===== src/rtl/binomial_coefficient_top_assert.svh =====
// ---------------------------------------------------------------------------
// binomial_coefficient_top_assert.svh
// Assertion macros for the binomial coefficient block; empty in synthesis.
// ---------------------------------------------------------------------------
`ifndef BINOMIAL_COEFFICIENT_TOP_ASSERT_SVH
`define BINOMIAL_COEFFICIENT_TOP_ASSERT_SVH

`ifndef SYNTHESIS
// clocked check, disabled while reset is asserted
`define BINC_ASSERT(lbl, prop, msg) \
    lbl: assert property (@(posedge clk) disable iff (!rst_n) prop) else $error(msg);
// clocked check that also holds during reset
`define BINC_ASSERT_ALWAYS(lbl, prop, msg) \
    lbl: assert property (@(posedge clk) prop) else $error(msg);
`else
`define BINC_ASSERT(lbl, prop, msg)
`define BINC_ASSERT_ALWAYS(lbl, prop, msg)
`endif

`endif


===== src/rtl/binc_pkg.sv =====
// ---------------------------------------------------------------------------
// binc_pkg
// Shared widths, defaults and sequencer states of the binomial coefficient block.
// ---------------------------------------------------------------------------
`default_nettype none

package binc_pkg;

    localparam int FIELD_W   = 7;   // input field width, signed
    localparam int N_W       = 6;   // n after range check
    localparam int IDX_W     = 5;   // step index, min(k, n-k) <= 31
    localparam int ACC_W     = 60;  // accumulator and result width
    localparam int PROD_W    = ACC_W + N_W;  // acc * (n-i+1)
    localparam int MAX_N_DEF = 63;

    typedef enum logic [1:0] {
        ST_IDLE,
        ST_MUL,
        ST_DIV,
        ST_FIN
    } binc_state_t;

endpackage

`default_nettype wire


===== src/rtl/binc_div.sv =====
// ---------------------------------------------------------------------------
// binc_div
// Restoring divider, one quotient bit per cycle, small divisor.
// ---------------------------------------------------------------------------
`default_nettype none

module binc_div (
    input  wire logic                          clk,
    input  wire logic                          rst_n,
    input  wire logic                          start,
    input  wire logic [binc_pkg::PROD_W-1:0]   dividend,
    input  wire logic [binc_pkg::IDX_W-1:0]    divisor,
    output logic                               done,
    output logic [binc_pkg::PROD_W-1:0]        quotient
);

    import binc_pkg::*;

    localparam int CNT_W = $clog2(PROD_W + 1);

    logic [CNT_W-1:0]  cnt_reg;
    logic              done_reg;
    logic [PROD_W-1:0] q_reg;
    logic [IDX_W-1:0]  rem_reg;
    logic [IDX_W-1:0]  den_reg;
    logic [IDX_W:0]    trial;
    logic              ge;

    // remainder stays below divisor, so one extra bit holds the trial
    assign trial = {rem_reg, q_reg[PROD_W-1]};
    assign ge    = (trial >= {1'b0, den_reg});

    always_ff @(posedge clk or negedge rst_n)
    begin
        if (!rst_n)
        begin
            cnt_reg  <= '0;
            done_reg <= 1'b0;
        end
        else
        begin
            done_reg <= (cnt_reg == CNT_W'(1));
            if (start)
                cnt_reg <= CNT_W'(PROD_W);
            else if (cnt_reg != '0)
                cnt_reg <= cnt_reg - CNT_W'(1);
        end
    end

    always_ff @(posedge clk)
    begin
        if (start)
        begin
            q_reg   <= dividend;
            rem_reg <= '0;
            den_reg <= divisor;
        end
        else if (cnt_reg != '0)
        begin
            q_reg   <= {q_reg[PROD_W-2:0], ge};
            rem_reg <= ge ? IDX_W'(trial - {1'b0, den_reg}) : trial[IDX_W-1:0];
        end
    end

    assign done     = done_reg;
    assign quotient = q_reg;

endmodule

`default_nettype wire


===== src/rtl/binomial_coefficient_top.sv =====
// Trivial cases (a result of zero or one) skip the recurrence; otherwise
// the block runs min(k, n-k) recurrence steps.
// Requests are taken one at a time; each recurrence step is a multiply, a divider launch,
// the shifts of the bit-serial divider and a collect.
// The result register lets a new request start while a result waits.
// Reset: rst_n asynchronous active low clears the sequencer and valid flag.
// ---------------------------------------------------------------------------
// binomial_coefficient_top
// Computes C(n,k) by acc = acc*(n-i+1)/i with a shared serial divider.
// ---------------------------------------------------------------------------
`default_nettype none

module binomial_coefficient_top #(
    parameter int MAX_N = binc_pkg::MAX_N_DEF
) (
    input  wire logic        clk,
    input  wire logic        rst_n,
    // request channel
    input  wire logic        s_tvalid,
    output logic             s_tready,
    input  wire logic [15:0] s_tdata,   // [6:0] n_value, [13:7] k_value, [15:14] zero
    // result channel
    output logic             m_tvalid,
    input  wire logic        m_tready,
    output logic [63:0]      m_tdata    // [59:0] coefficient, [63:60] zero
);

    import binc_pkg::*;

    binc_state_t       state_reg, state_next;

    logic [N_W-1:0]    n_reg, n_next;       // range-checked n
    logic [IDX_W-1:0]  kk_reg, kk_next;     // min(k, n-k)
    logic [IDX_W-1:0]  i_reg, i_next;       // step index
    logic [ACC_W-1:0]  acc_reg, acc_next;   // running C(n, i)
    logic [PROD_W-1:0] prod_reg;
    logic              prod_load;

    logic              m_tvalid_reg, m_tvalid_next;
    logic [ACC_W-1:0]  m_data_reg;
    logic              m_load;

    logic [FIELD_W-1:0] n_in, k_in;
    logic [FIELD_W-1:0] nmk;                // n - k, valid when k <= n
    logic [N_W-1:0]     num;                // n - i + 1
    logic               s_accept;

    logic               div_start;
    logic               div_done;
    logic [PROD_W-1:0]  div_q;

    // first cycle in ST_DIV flag: launches the divider once per step
    logic               first_div_reg;
    logic               step_idx_ok;

    assign n_in     = s_tdata[FIELD_W-1:0];
    assign k_in     = s_tdata[2*FIELD_W-1:FIELD_W];
    assign nmk      = n_in - k_in;
    assign num      = n_reg - {1'b0, i_reg} + N_W'(1);
    assign s_tready = (state_reg == ST_IDLE);
    assign s_accept = s_tvalid && s_tready;

    // -----------------------------------------------------------------------
    // shared divider: exact division of acc*(n-i+1) by i
    // -----------------------------------------------------------------------
    binc_div u_div (
        .clk      (clk),
        .rst_n    (rst_n),
        .start    (div_start),
        .dividend (prod_reg),
        .divisor  (i_reg),
        .done     (div_done),
        .quotient (div_q)
    );

    always_ff @(posedge clk or negedge rst_n)
    begin
        if (!rst_n)
        begin
            state_reg    <= ST_IDLE;
            m_tvalid_reg <= 1'b0;
        end
        else
        begin
            state_reg    <= state_next;
            m_tvalid_reg <= m_tvalid_next;
        end
    end

    always_ff @(posedge clk)
    begin
        n_reg   <= n_next;
        kk_reg  <= kk_next;
        i_reg   <= i_next;
        acc_reg <= acc_next;
        if (prod_load)
            prod_reg <= {{N_W{1'b0}}, acc_reg} * {{ACC_W{1'b0}}, num};
        if (m_load)
            m_data_reg <= acc_reg;
    end

    // -----------------------------------------------------------------------
    // sequencer
    // -----------------------------------------------------------------------
    always_comb
    begin
        state_next    = state_reg;
        n_next        = n_reg;
        kk_next       = kk_reg;
        i_next        = i_reg;
        acc_next      = acc_reg;
        prod_load     = 1'b0;
        div_start     = 1'b0;
        m_load        = 1'b0;
        m_tvalid_next = m_tvalid_reg && !m_tready;

        unique case (state_reg)
            ST_IDLE:
            begin
                if (s_accept)
                begin
                    n_next = n_in[N_W-1:0];
                    i_next = IDX_W'(1);
                    if (n_in[FIELD_W-1] || k_in[FIELD_W-1] ||
                        (n_in > FIELD_W'(MAX_N)) || (k_in > n_in))
                    begin
                        // out of range or k above n
                        acc_next   = '0;
                        state_next = ST_FIN;
                    end
                    else if ((k_in == '0) || (k_in == n_in))
                    begin
                        acc_next   = ACC_W'(1);
                        state_next = ST_FIN;
                    end
                    else
                    begin
                        acc_next   = ACC_W'(1);
                        kk_next    = (nmk < k_in) ? nmk[IDX_W-1:0] : k_in[IDX_W-1:0];
                        state_next = ST_MUL;
                    end
                end
            end

            ST_MUL:
            begin
                prod_load  = 1'b1;
                state_next = ST_DIV;
            end

            ST_DIV:
            begin
                // divider starts on the cycle after the product lands
                div_start = first_div_reg;
                if (div_done)
                begin
                    acc_next = div_q[ACC_W-1:0];
                    if (i_reg == kk_reg)
                        state_next = ST_FIN;
                    else
                    begin
                        i_next     = i_reg + IDX_W'(1);
                        state_next = ST_MUL;
                    end
                end
            end

            ST_FIN:
            begin
                if (!m_tvalid_reg || m_tready)
                begin
                    m_load        = 1'b1;
                    m_tvalid_next = 1'b1;
                    state_next    = ST_IDLE;
                end
            end

            default:
            begin
                state_next = ST_IDLE;
            end
        endcase
    end

    always_ff @(posedge clk or negedge rst_n)
    begin
        if (!rst_n)
            first_div_reg <= 1'b0;
        else
            first_div_reg <= (state_reg == ST_MUL);
    end

    assign m_tvalid = m_tvalid_reg;
    assign m_tdata  = {{(64-ACC_W){1'b0}}, m_data_reg};

    // -----------------------------------------------------------------------
    // checks
    // -----------------------------------------------------------------------
    assign step_idx_ok = (i_reg != '0) && (i_reg <= kk_reg);

    `include "binomial_coefficient_top_assert.svh"

    `BINC_ASSERT(a_done_in_div, div_done |-> (state_reg == ST_DIV), "divider done outside DIV")
    `BINC_ASSERT(a_idx_range, (state_reg == ST_MUL) |-> step_idx_ok, "step index out of range")
    `BINC_ASSERT(a_mul_to_div, (state_reg == ST_MUL) |=> first_div_reg, "divider not launched")
    `BINC_ASSERT_ALWAYS(a_reset_idle, !rst_n |=> (state_reg == ST_IDLE), "not idle after reset")
    `BINC_ASSERT_ALWAYS(a_reset_empty, !rst_n |=> !m_tvalid_reg, "result valid after reset")

endmodule

`default_nettype wire


===== config.mk =====
export PLATFORM = sky130hd
export DESIGN_NAME = binomial_coefficient_top
export DESIGN_NICKNAME = d
export VERILOG_FILES = /design/src/rtl/binc_pkg.sv /design/src/rtl/binc_div.sv /design/src/rtl/binomial_coefficient_top.sv
export VERILOG_INCLUDE_DIRS = /design/src /design/src/rtl
export SDC_FILE = /design/constraint.sdc
export NUM_CORES = 1
export LEC_CHECK = 0
export ABC_AREA = 1
export BUFFER_PORTS_ARGS = -buffer_cell sky130_fd_sc_hd__buf_2
export CAP_MARGIN = 20
export CORE_ASPECT_RATIO = 0.5
export CORE_MARGIN = 3
export CORE_UTILIZATION = 45
export CTS_BUF_LIST = sky130_fd_sc_hd__clkbuf_16
export DETAILED_ROUTE_END_ITERATION = 16
export GPL_TIMING_DRIVEN = 1
export SLEW_MARGIN = 30
export SYNTH_ARGS = -nofsm -noshare
export SYNTH_HDL_FRONTEND = slang
export SYNTH_SLANG_ARGS = --single-unit

===== constraint.sdc =====
create_clock -name clk -period 8 [get_ports clk]
set_input_delay 1.6 -clock clk [delete_from_list [all_inputs] [get_ports clk]]
set_output_delay 1.6 -clock clk [all_outputs]
set_load 0.01 [all_outputs]

=== Word-level counts from Yosys, hierarchy flattened ===
Index checks and enable logic that the tools add are counted.

* Add/sub/neg operators: 6
* Multipliers: 1
* Magnitude comparators: 4
* Eq/ne operators: 10
* Muxes and demuxes: 27
* Bitwise operators: 2
* Reductions and logical operators: 19

{| class="wikitable"
|+ Operators with widths
! cell !! number
|-
| 66-bit 2-to-1 mux || 2
|-
| 60-bit 2-to-1 mux || 2
|-
| 60-bit one-hot mux with 2 select lines || 1
|-
| 60-bit by 6-bit multiplier with 66-bit output || 1
|-
| 5-bit 2-to-1 mux || 5
|-
| 7-bit 2-to-1 mux || 2
|-
| 2-bit 2-to-1 mux || 6
|-
| 5-bit one-hot mux with 2 select lines || 1
|-
| 2-bit one-hot mux with 4 select lines || 1
|-
| 4-bit AND reduction || 2
|-
| 7-bit by 1-bit equality test with 1-bit output, second input constant || 1
|-
| 7-bit equality test || 1
|-
| 7-bit by 6-bit > comparator with 1-bit output, second input constant || 1
|-
| 7-bit > comparator || 1
|-
| 7-bit zero test || 1
|-
| 7-bit < comparator || 1
|-
| 1-bit 2-to-1 mux || 7
|-
| 7-bit nonzero test || 1
|-
| 7-bit by 1-bit subtractor with 7-bit output, second input constant || 1
|-
| 7-bit subtractor || 1
|-
| 6-bit by 1-bit adder with 6-bit output, second input constant || 1
|-
| 6-bit by 5-bit >= comparator with 1-bit output || 1
|-
| 3-bit AND reduction || 2
|-
| 6-bit by 5-bit subtractor with 6-bit output || 1
|-
| 14 further kinds || 25
|}

* Flip-flop bits (word level): 290
* Bits of input ports: 20
* Output and inout bits: 66
* Word-level logic and storage cells: 83

=== Longest topological paths before layout ===
* Depth in word-level cells: 6
* Mapped depth: 30
* Depth with buffers taken out: 28

=== Cells and area by module ===
Synthesis repeated with hierarchy kept, for this count alone.

* Cell total of the unflattened synthesis: 3109
* Area, all modules: 24888.9 µm²

{| class="wikitable"
|+ Modules (own cells, without submodules)
! module !! times used !! cells an instance !! area each (µm²) !! seq. area each (µm²)
|-
| binomial_coefficient_top || 1 || 2710 || 21025.2 || 6165.9
|-
| binc_div || 1 || 399 || 3863.7 || 2432.3
|}

=== Worst setup path after synthesis ===
Ideal clock, no wire load.

* Kind: register -> register
* Start: register i_reg[1]
* End: register prod_reg[63], data pin
* Arrival time: 4979 ps
* Required time: 7748 ps
* Setup slack: 2769 ps
* Stages on the path, launching flop included: 28
* Path buffers: 1
* Clock period less this slack: 5231 ps
* Cells stage by stage: edfxtp_1 > ha_1 > inv_1 > ha_1 > fa_1 > nand3_1 > nand2_1 > xnor2_1 > clkbuf_1 > nor2_1 > fa_1 > inv_1 > fa_1 > inv_1 > fa_1 > ha_1 > nand2_1 > inv_1 > a21oi_1 > nand2_2 > nand2_1 > nand2_1 > nand2_1 > nand2_2 > nand2_1 > nand2_1 > nand2_1 > nand2_1

* Word-level cells in the longest chain between the ends: 3

{| class="wikitable"
|+ Ends and longest elaborated chain
! what !! line !! text
|-
| start, declared || binomial_coefficient_top.sv:34 || <nowiki>logic [IDX_W-1:0] i_reg, i_next;</nowiki>
|-
| start signal, assigned || binomial_coefficient_top.sv:94 || <nowiki>i_reg <= i_next;</nowiki>
|-
| 6-bit by 5-bit subtractor with 6-bit output || binomial_coefficient_top.sv:59 || <nowiki>assign num = n_reg - {1'b0, i_reg} + N_W'(1);</nowiki>
|-
| 6-bit by 1-bit adder with 6-bit output || binomial_coefficient_top.sv:59 ||
|-
| 60-bit by 6-bit multiplier with 66-bit output || binomial_coefficient_top.sv:97 || <nowiki>prod_reg <= {{N_W{1'b0}}, acc_reg} * {{ACC_W{1'b0}}, num};</nowiki>
|-
| end signal, assigned || binomial_coefficient_top.sv:97 ||
|-
| end, declared || binomial_coefficient_top.sv:36 || <nowiki>logic [PROD_W-1:0] prod_reg;</nowiki>
|}

Every way passes these cells.
A chain may end at the register's enable or synchronous reset.

=== Worst setup path in the final report ===
* Start: register i_reg[2]
* End: register prod_reg[58], data pin

The elaborated chain is that of the path after synthesis.

==> results by stage <==
Power and ir drop:
- Dividing total power by cell area gives a power density of 119.5 mW/mm^2.
- The worst-case IR drop observed on VDD is 0.1230 mV.
- The design draws 3.193 mW.
- The static leakage is 12.19 nW.

Final layout:
- After filler insertion, the fill cell instance count of the layout stands at 5126.
- The post-route netlist has 6.750% of its cells at a drive strength greater than 1.
- 0 antenna diodes ended up in the layout.
- At the end of the flow, the number of nets in the layout was 3451.
- The layout overhead on the synthesized area is 9.077%.

Timing:
- In this run the tightest slew margin relative to its limit is 35.65%.
- Setup repair after global routing left no endpoint under its margin.
- The setup TNS after final layout is 0 ns.
- Subtracting the final worst setup slack from the clock period gives 6.711 ns.
- For the pin with the worst max-slew slack, the measured transition is 0.9619 ns.
- Across the routed clock network, the largest skew measured is 0.01422 ns.
- The number of endpoints with negative hold slack in the final report is 0.
- The number of pins with negative max-slew slack in the final report was 0.
- The achievable clock frequency is 0.1490 GHz.
- Setup violations remaining at the end of the flow were counted as 0.
- The worst path uses 83.88% of the clock period.

Logic synthesis:
- The average cell area after synthesis is 8.100 um^2.
- The cell count after synthesis came out at 3024.
- For this run, the register share of the synthesized area comes to 35.10%.
- In the post-synthesis netlist, the biggest area contributors are sky130_fd_sc_hd__edfxtp_1 33%, sky130_fd_sc_hd__fa_1 19%, sky130_fd_sc_hd__nand2_1 14%.
- The share of the synthesized area in the top cell type is 33.47%.
- The synthesized cell area is 0.02449 mm^2.
- Sorting the synthesized cells by how often they occur yields 890 x sky130_fd_sc_hd__nand2_1, 721 x sky130_fd_sc_hd__inv_1, 354 x sky130_fd_sc_hd__nor2_1, 273 x sky130_fd_sc_hd__edfxtp_1, 236 x sky130_fd_sc_hd__fa_1.
- For this run, the number of Yosys warnings is 0.
- Synthesis inferred 290 register bits.
- Yosys instantiated no cell more often than sky130_fd_sc_hd__nand2_1.
- The count of unique library cells instantiated by Yosys is 40.
- The most instantiated flip-flop cell in the synthesis netlist is sky130_fd_sc_hd__edfxtp_1.
- The biggest area contributor in the post-synthesis netlist is sky130_fd_sc_hd__edfxtp_1.
- The proportion of synthesized flip-flops having asynchronous set or reset is 4.138%.
- The synthesized design contains 273 enable-type register cells.

Routing:
- The number of design-rule violations left by the first detailed-router iteration is 1536.
- The number of antenna-violating nets in the routed design is 0.
- The first-pass iteration count of the detailed router is 6.
- The residual DRC count is 0.
- The number of vias per cell after detailed routing is 4.879.
- Across all layers, the routed design uses 18600 vias.
- After detailed routing, the average wire length per cell comes to 16.60 um.
- The final layout contains routed wiring with a total length of 63.30 mm.

Worst setup path:
- The biggest cell delay along the critical path is 0.69 ns.
- The largest individual stage delay along the critical path comes from the cell sky130_fd_sc_hd__nand2_2.
- The data required time of the critical path is 8.36 ns.
- Of all nets on the critical path, the largest fanout is 31.
- The critical path in this run is classified as flop to flop.
- The most critical setup path has its startpoint at i_reg[2].
- The worst path arrival time is 7.07 ns.
- The launching point of the worst reg2reg path is i_reg[2].
- STA classifies the critical path endpoint as a flop.
- The worst setup path is launched from a flop.

Floorplanning:
- The core footprint is 0.05286 mm^2.
- For this design the top-level I/O count stands at 86.
- The vertical die dimension is 171.0 um.
- Measured along the x axis, the die boundary spans 335.9 um.
- The floorplan has 59 rows.
- The floorplan step defined a die boundary enclosing 0.05744 mm^2.
- For this configuration, the core starts out at a cell density of 46.34%.

Clocking:
- The sink count of the clock tree is 290.
- The number of buffers created by CTS is 30.
- TritonCTS built the clock tree.
- The library cell used as clock root buffer is sky130_fd_sc_hd__clkbuf_16.
- The level count of the clock H-tree is 1.
- After clock tree synthesis, the clock-pin slew on the worst setup and hold paths is 0.07 ns.
- The total setup buffers inserted after CTS is 0.
- The longest clock path from root to sink contains 3 buffers.
- The post-cts resize count is 0.
- The count of hold-fix buffers inserted at cts is 0.
- For the worst-skew pair, the clock arrives at the later sink with an insertion delay of 0.60 ns.

Flow run:
- Max-cap violations in this run came to 0.

Place:
- The count of buffers added on input and output ports is 79.
- The half-perimeter wire length after placement is 49.24 mm.
- The last weighted congestion value of the routability-driven placer is 0.9296.

Min path:
- The startpoint of the tightest hold check path is i_reg[4].
- The min-delay analysis places its worst path in the category flop to flop.

Global route:
- The initial antenna violation count was 0.
- Global routing used 22.65% of the available tracks across all layers.
- Summed over all layers, the global routing overflow is 0.
- The first-pass GRT wire length is 101.6 mm.
- Entering global routing, the biggest net connects 75 pins.
- The number of global-route vias before repair was 18060.

Run status:
- The run finished with clean final reports.
[power by group]
part           internal [mW]  total [mW]         switching (mW)
Sequential              1.64        1.64  0.0000000000000000293
Combinational         0.0215      0.0572                 0.0357
Clock                  0.861        1.50                  0.637
Total                   2.52        3.19                  0.673
[critical path: cells and delay by family, from the launching register on]
kind	cells	cell delay, ns
flip-flops	1	0.47
AO/OA/AOI/OAI	3	0.70
AND/OR/NAND/NOR	11	2.09
adder cells (fa/ha/maj)	6	2.37
buffers and inverters	6	0.82
[cell type report]
class | count | area, um^2 | area share, %
inverter | 728 | 2735 | 10.24
timing repair buffer | 95 | 546.8 | 2.046
multi-input combinational | 1944 | 12940 | 48.44
sequential | 290 | 8598 | 32.18
tap | 701 | 877.1 | 3.283
clock buffer | 31 | 775.7 | 2.903
clock inverter | 23 | 244.0 | 0.9132
[routing by layer]
layer | track usage, % | wire (um)
met1 | 37.44 | 33990
met2 | 31.27 | 24390
met5 | 0 | 0
met3 | 3.985 | 4306
met4 | 2.557 | 619
[worst paths after layout]
path	cells after the start	endpoint	slack (ns)
worst min register to register	0	u_div.den_reg[4]	0.45
min in group asynchronous	1	first_div_reg	0.88
worst min-delay path	0	u_div.den_reg[4]	0.45
worst max register to register	26	prod_reg[58]	1.29
max in group asynchronous	1	u_div.cnt_reg[6]	6.91
worst max-delay path	26	prod_reg[58]	1.29
[cell families after synthesis]
logic type               after synthesis  share of synthesized area [%]
adder cells (fa/ha/maj)              342                          24.70
AND/OR/NAND/NOR                     1389                          22.72
XOR/XNOR                              45                          1.609
other                                  1                        0.01531
buffers and inverters                793                          12.34
AO/OA/AOI/OAI                        164                          3.514
flip-flops                           290                          35.10
[layout by cell type (no fill, tap or decap), types with 20 or more instances in the layout]
master,count
sky130_fd_sc_hd__nor2_1,352
sky130_fd_sc_hd__buf_2,79
sky130_fd_sc_hd__a21oi_1,60
sky130_fd_sc_hd__clkbuf_16,31
sky130_fd_sc_hd__inv_1,722
sky130_fd_sc_hd__nand2_2,21
sky130_fd_sc_hd__fa_1,235
sky130_fd_sc_hd__nor3_1,20
sky130_fd_sc_hd__xor2_1,39
sky130_fd_sc_hd__edfxtp_1,273
sky130_fd_sc_hd__o21ai_0,85
sky130_fd_sc_hd__nand3_1,56
sky130_fd_sc_hd__ha_1,104
sky130_fd_sc_hd__nand2_1,888
[through the flow]
step | hold slack, ns | area (um^2) | util (%) | setup WS [ns] | cells
3_3_place_gp | 0.4405 | 25650 | 48.53 | 1.462 | 3757
2_1_floorplan | 0.4264 | 24510 | - | 2.769 | 3027
4_1_cts | 0.4509 | 26670 | 50.46 | 1.410 | 3811
3_5_place_dp | 0.4381 | 25650 | 48.53 | 1.416 | 3757
6_report | 0.4485 | 26720 | 50.55 | 1.289 | 3812
5_1_grt | 0.4837 | 26720 | 50.55 | 0.9935 | 3812
No activity file was read; power rests on OpenSTA's default activity.
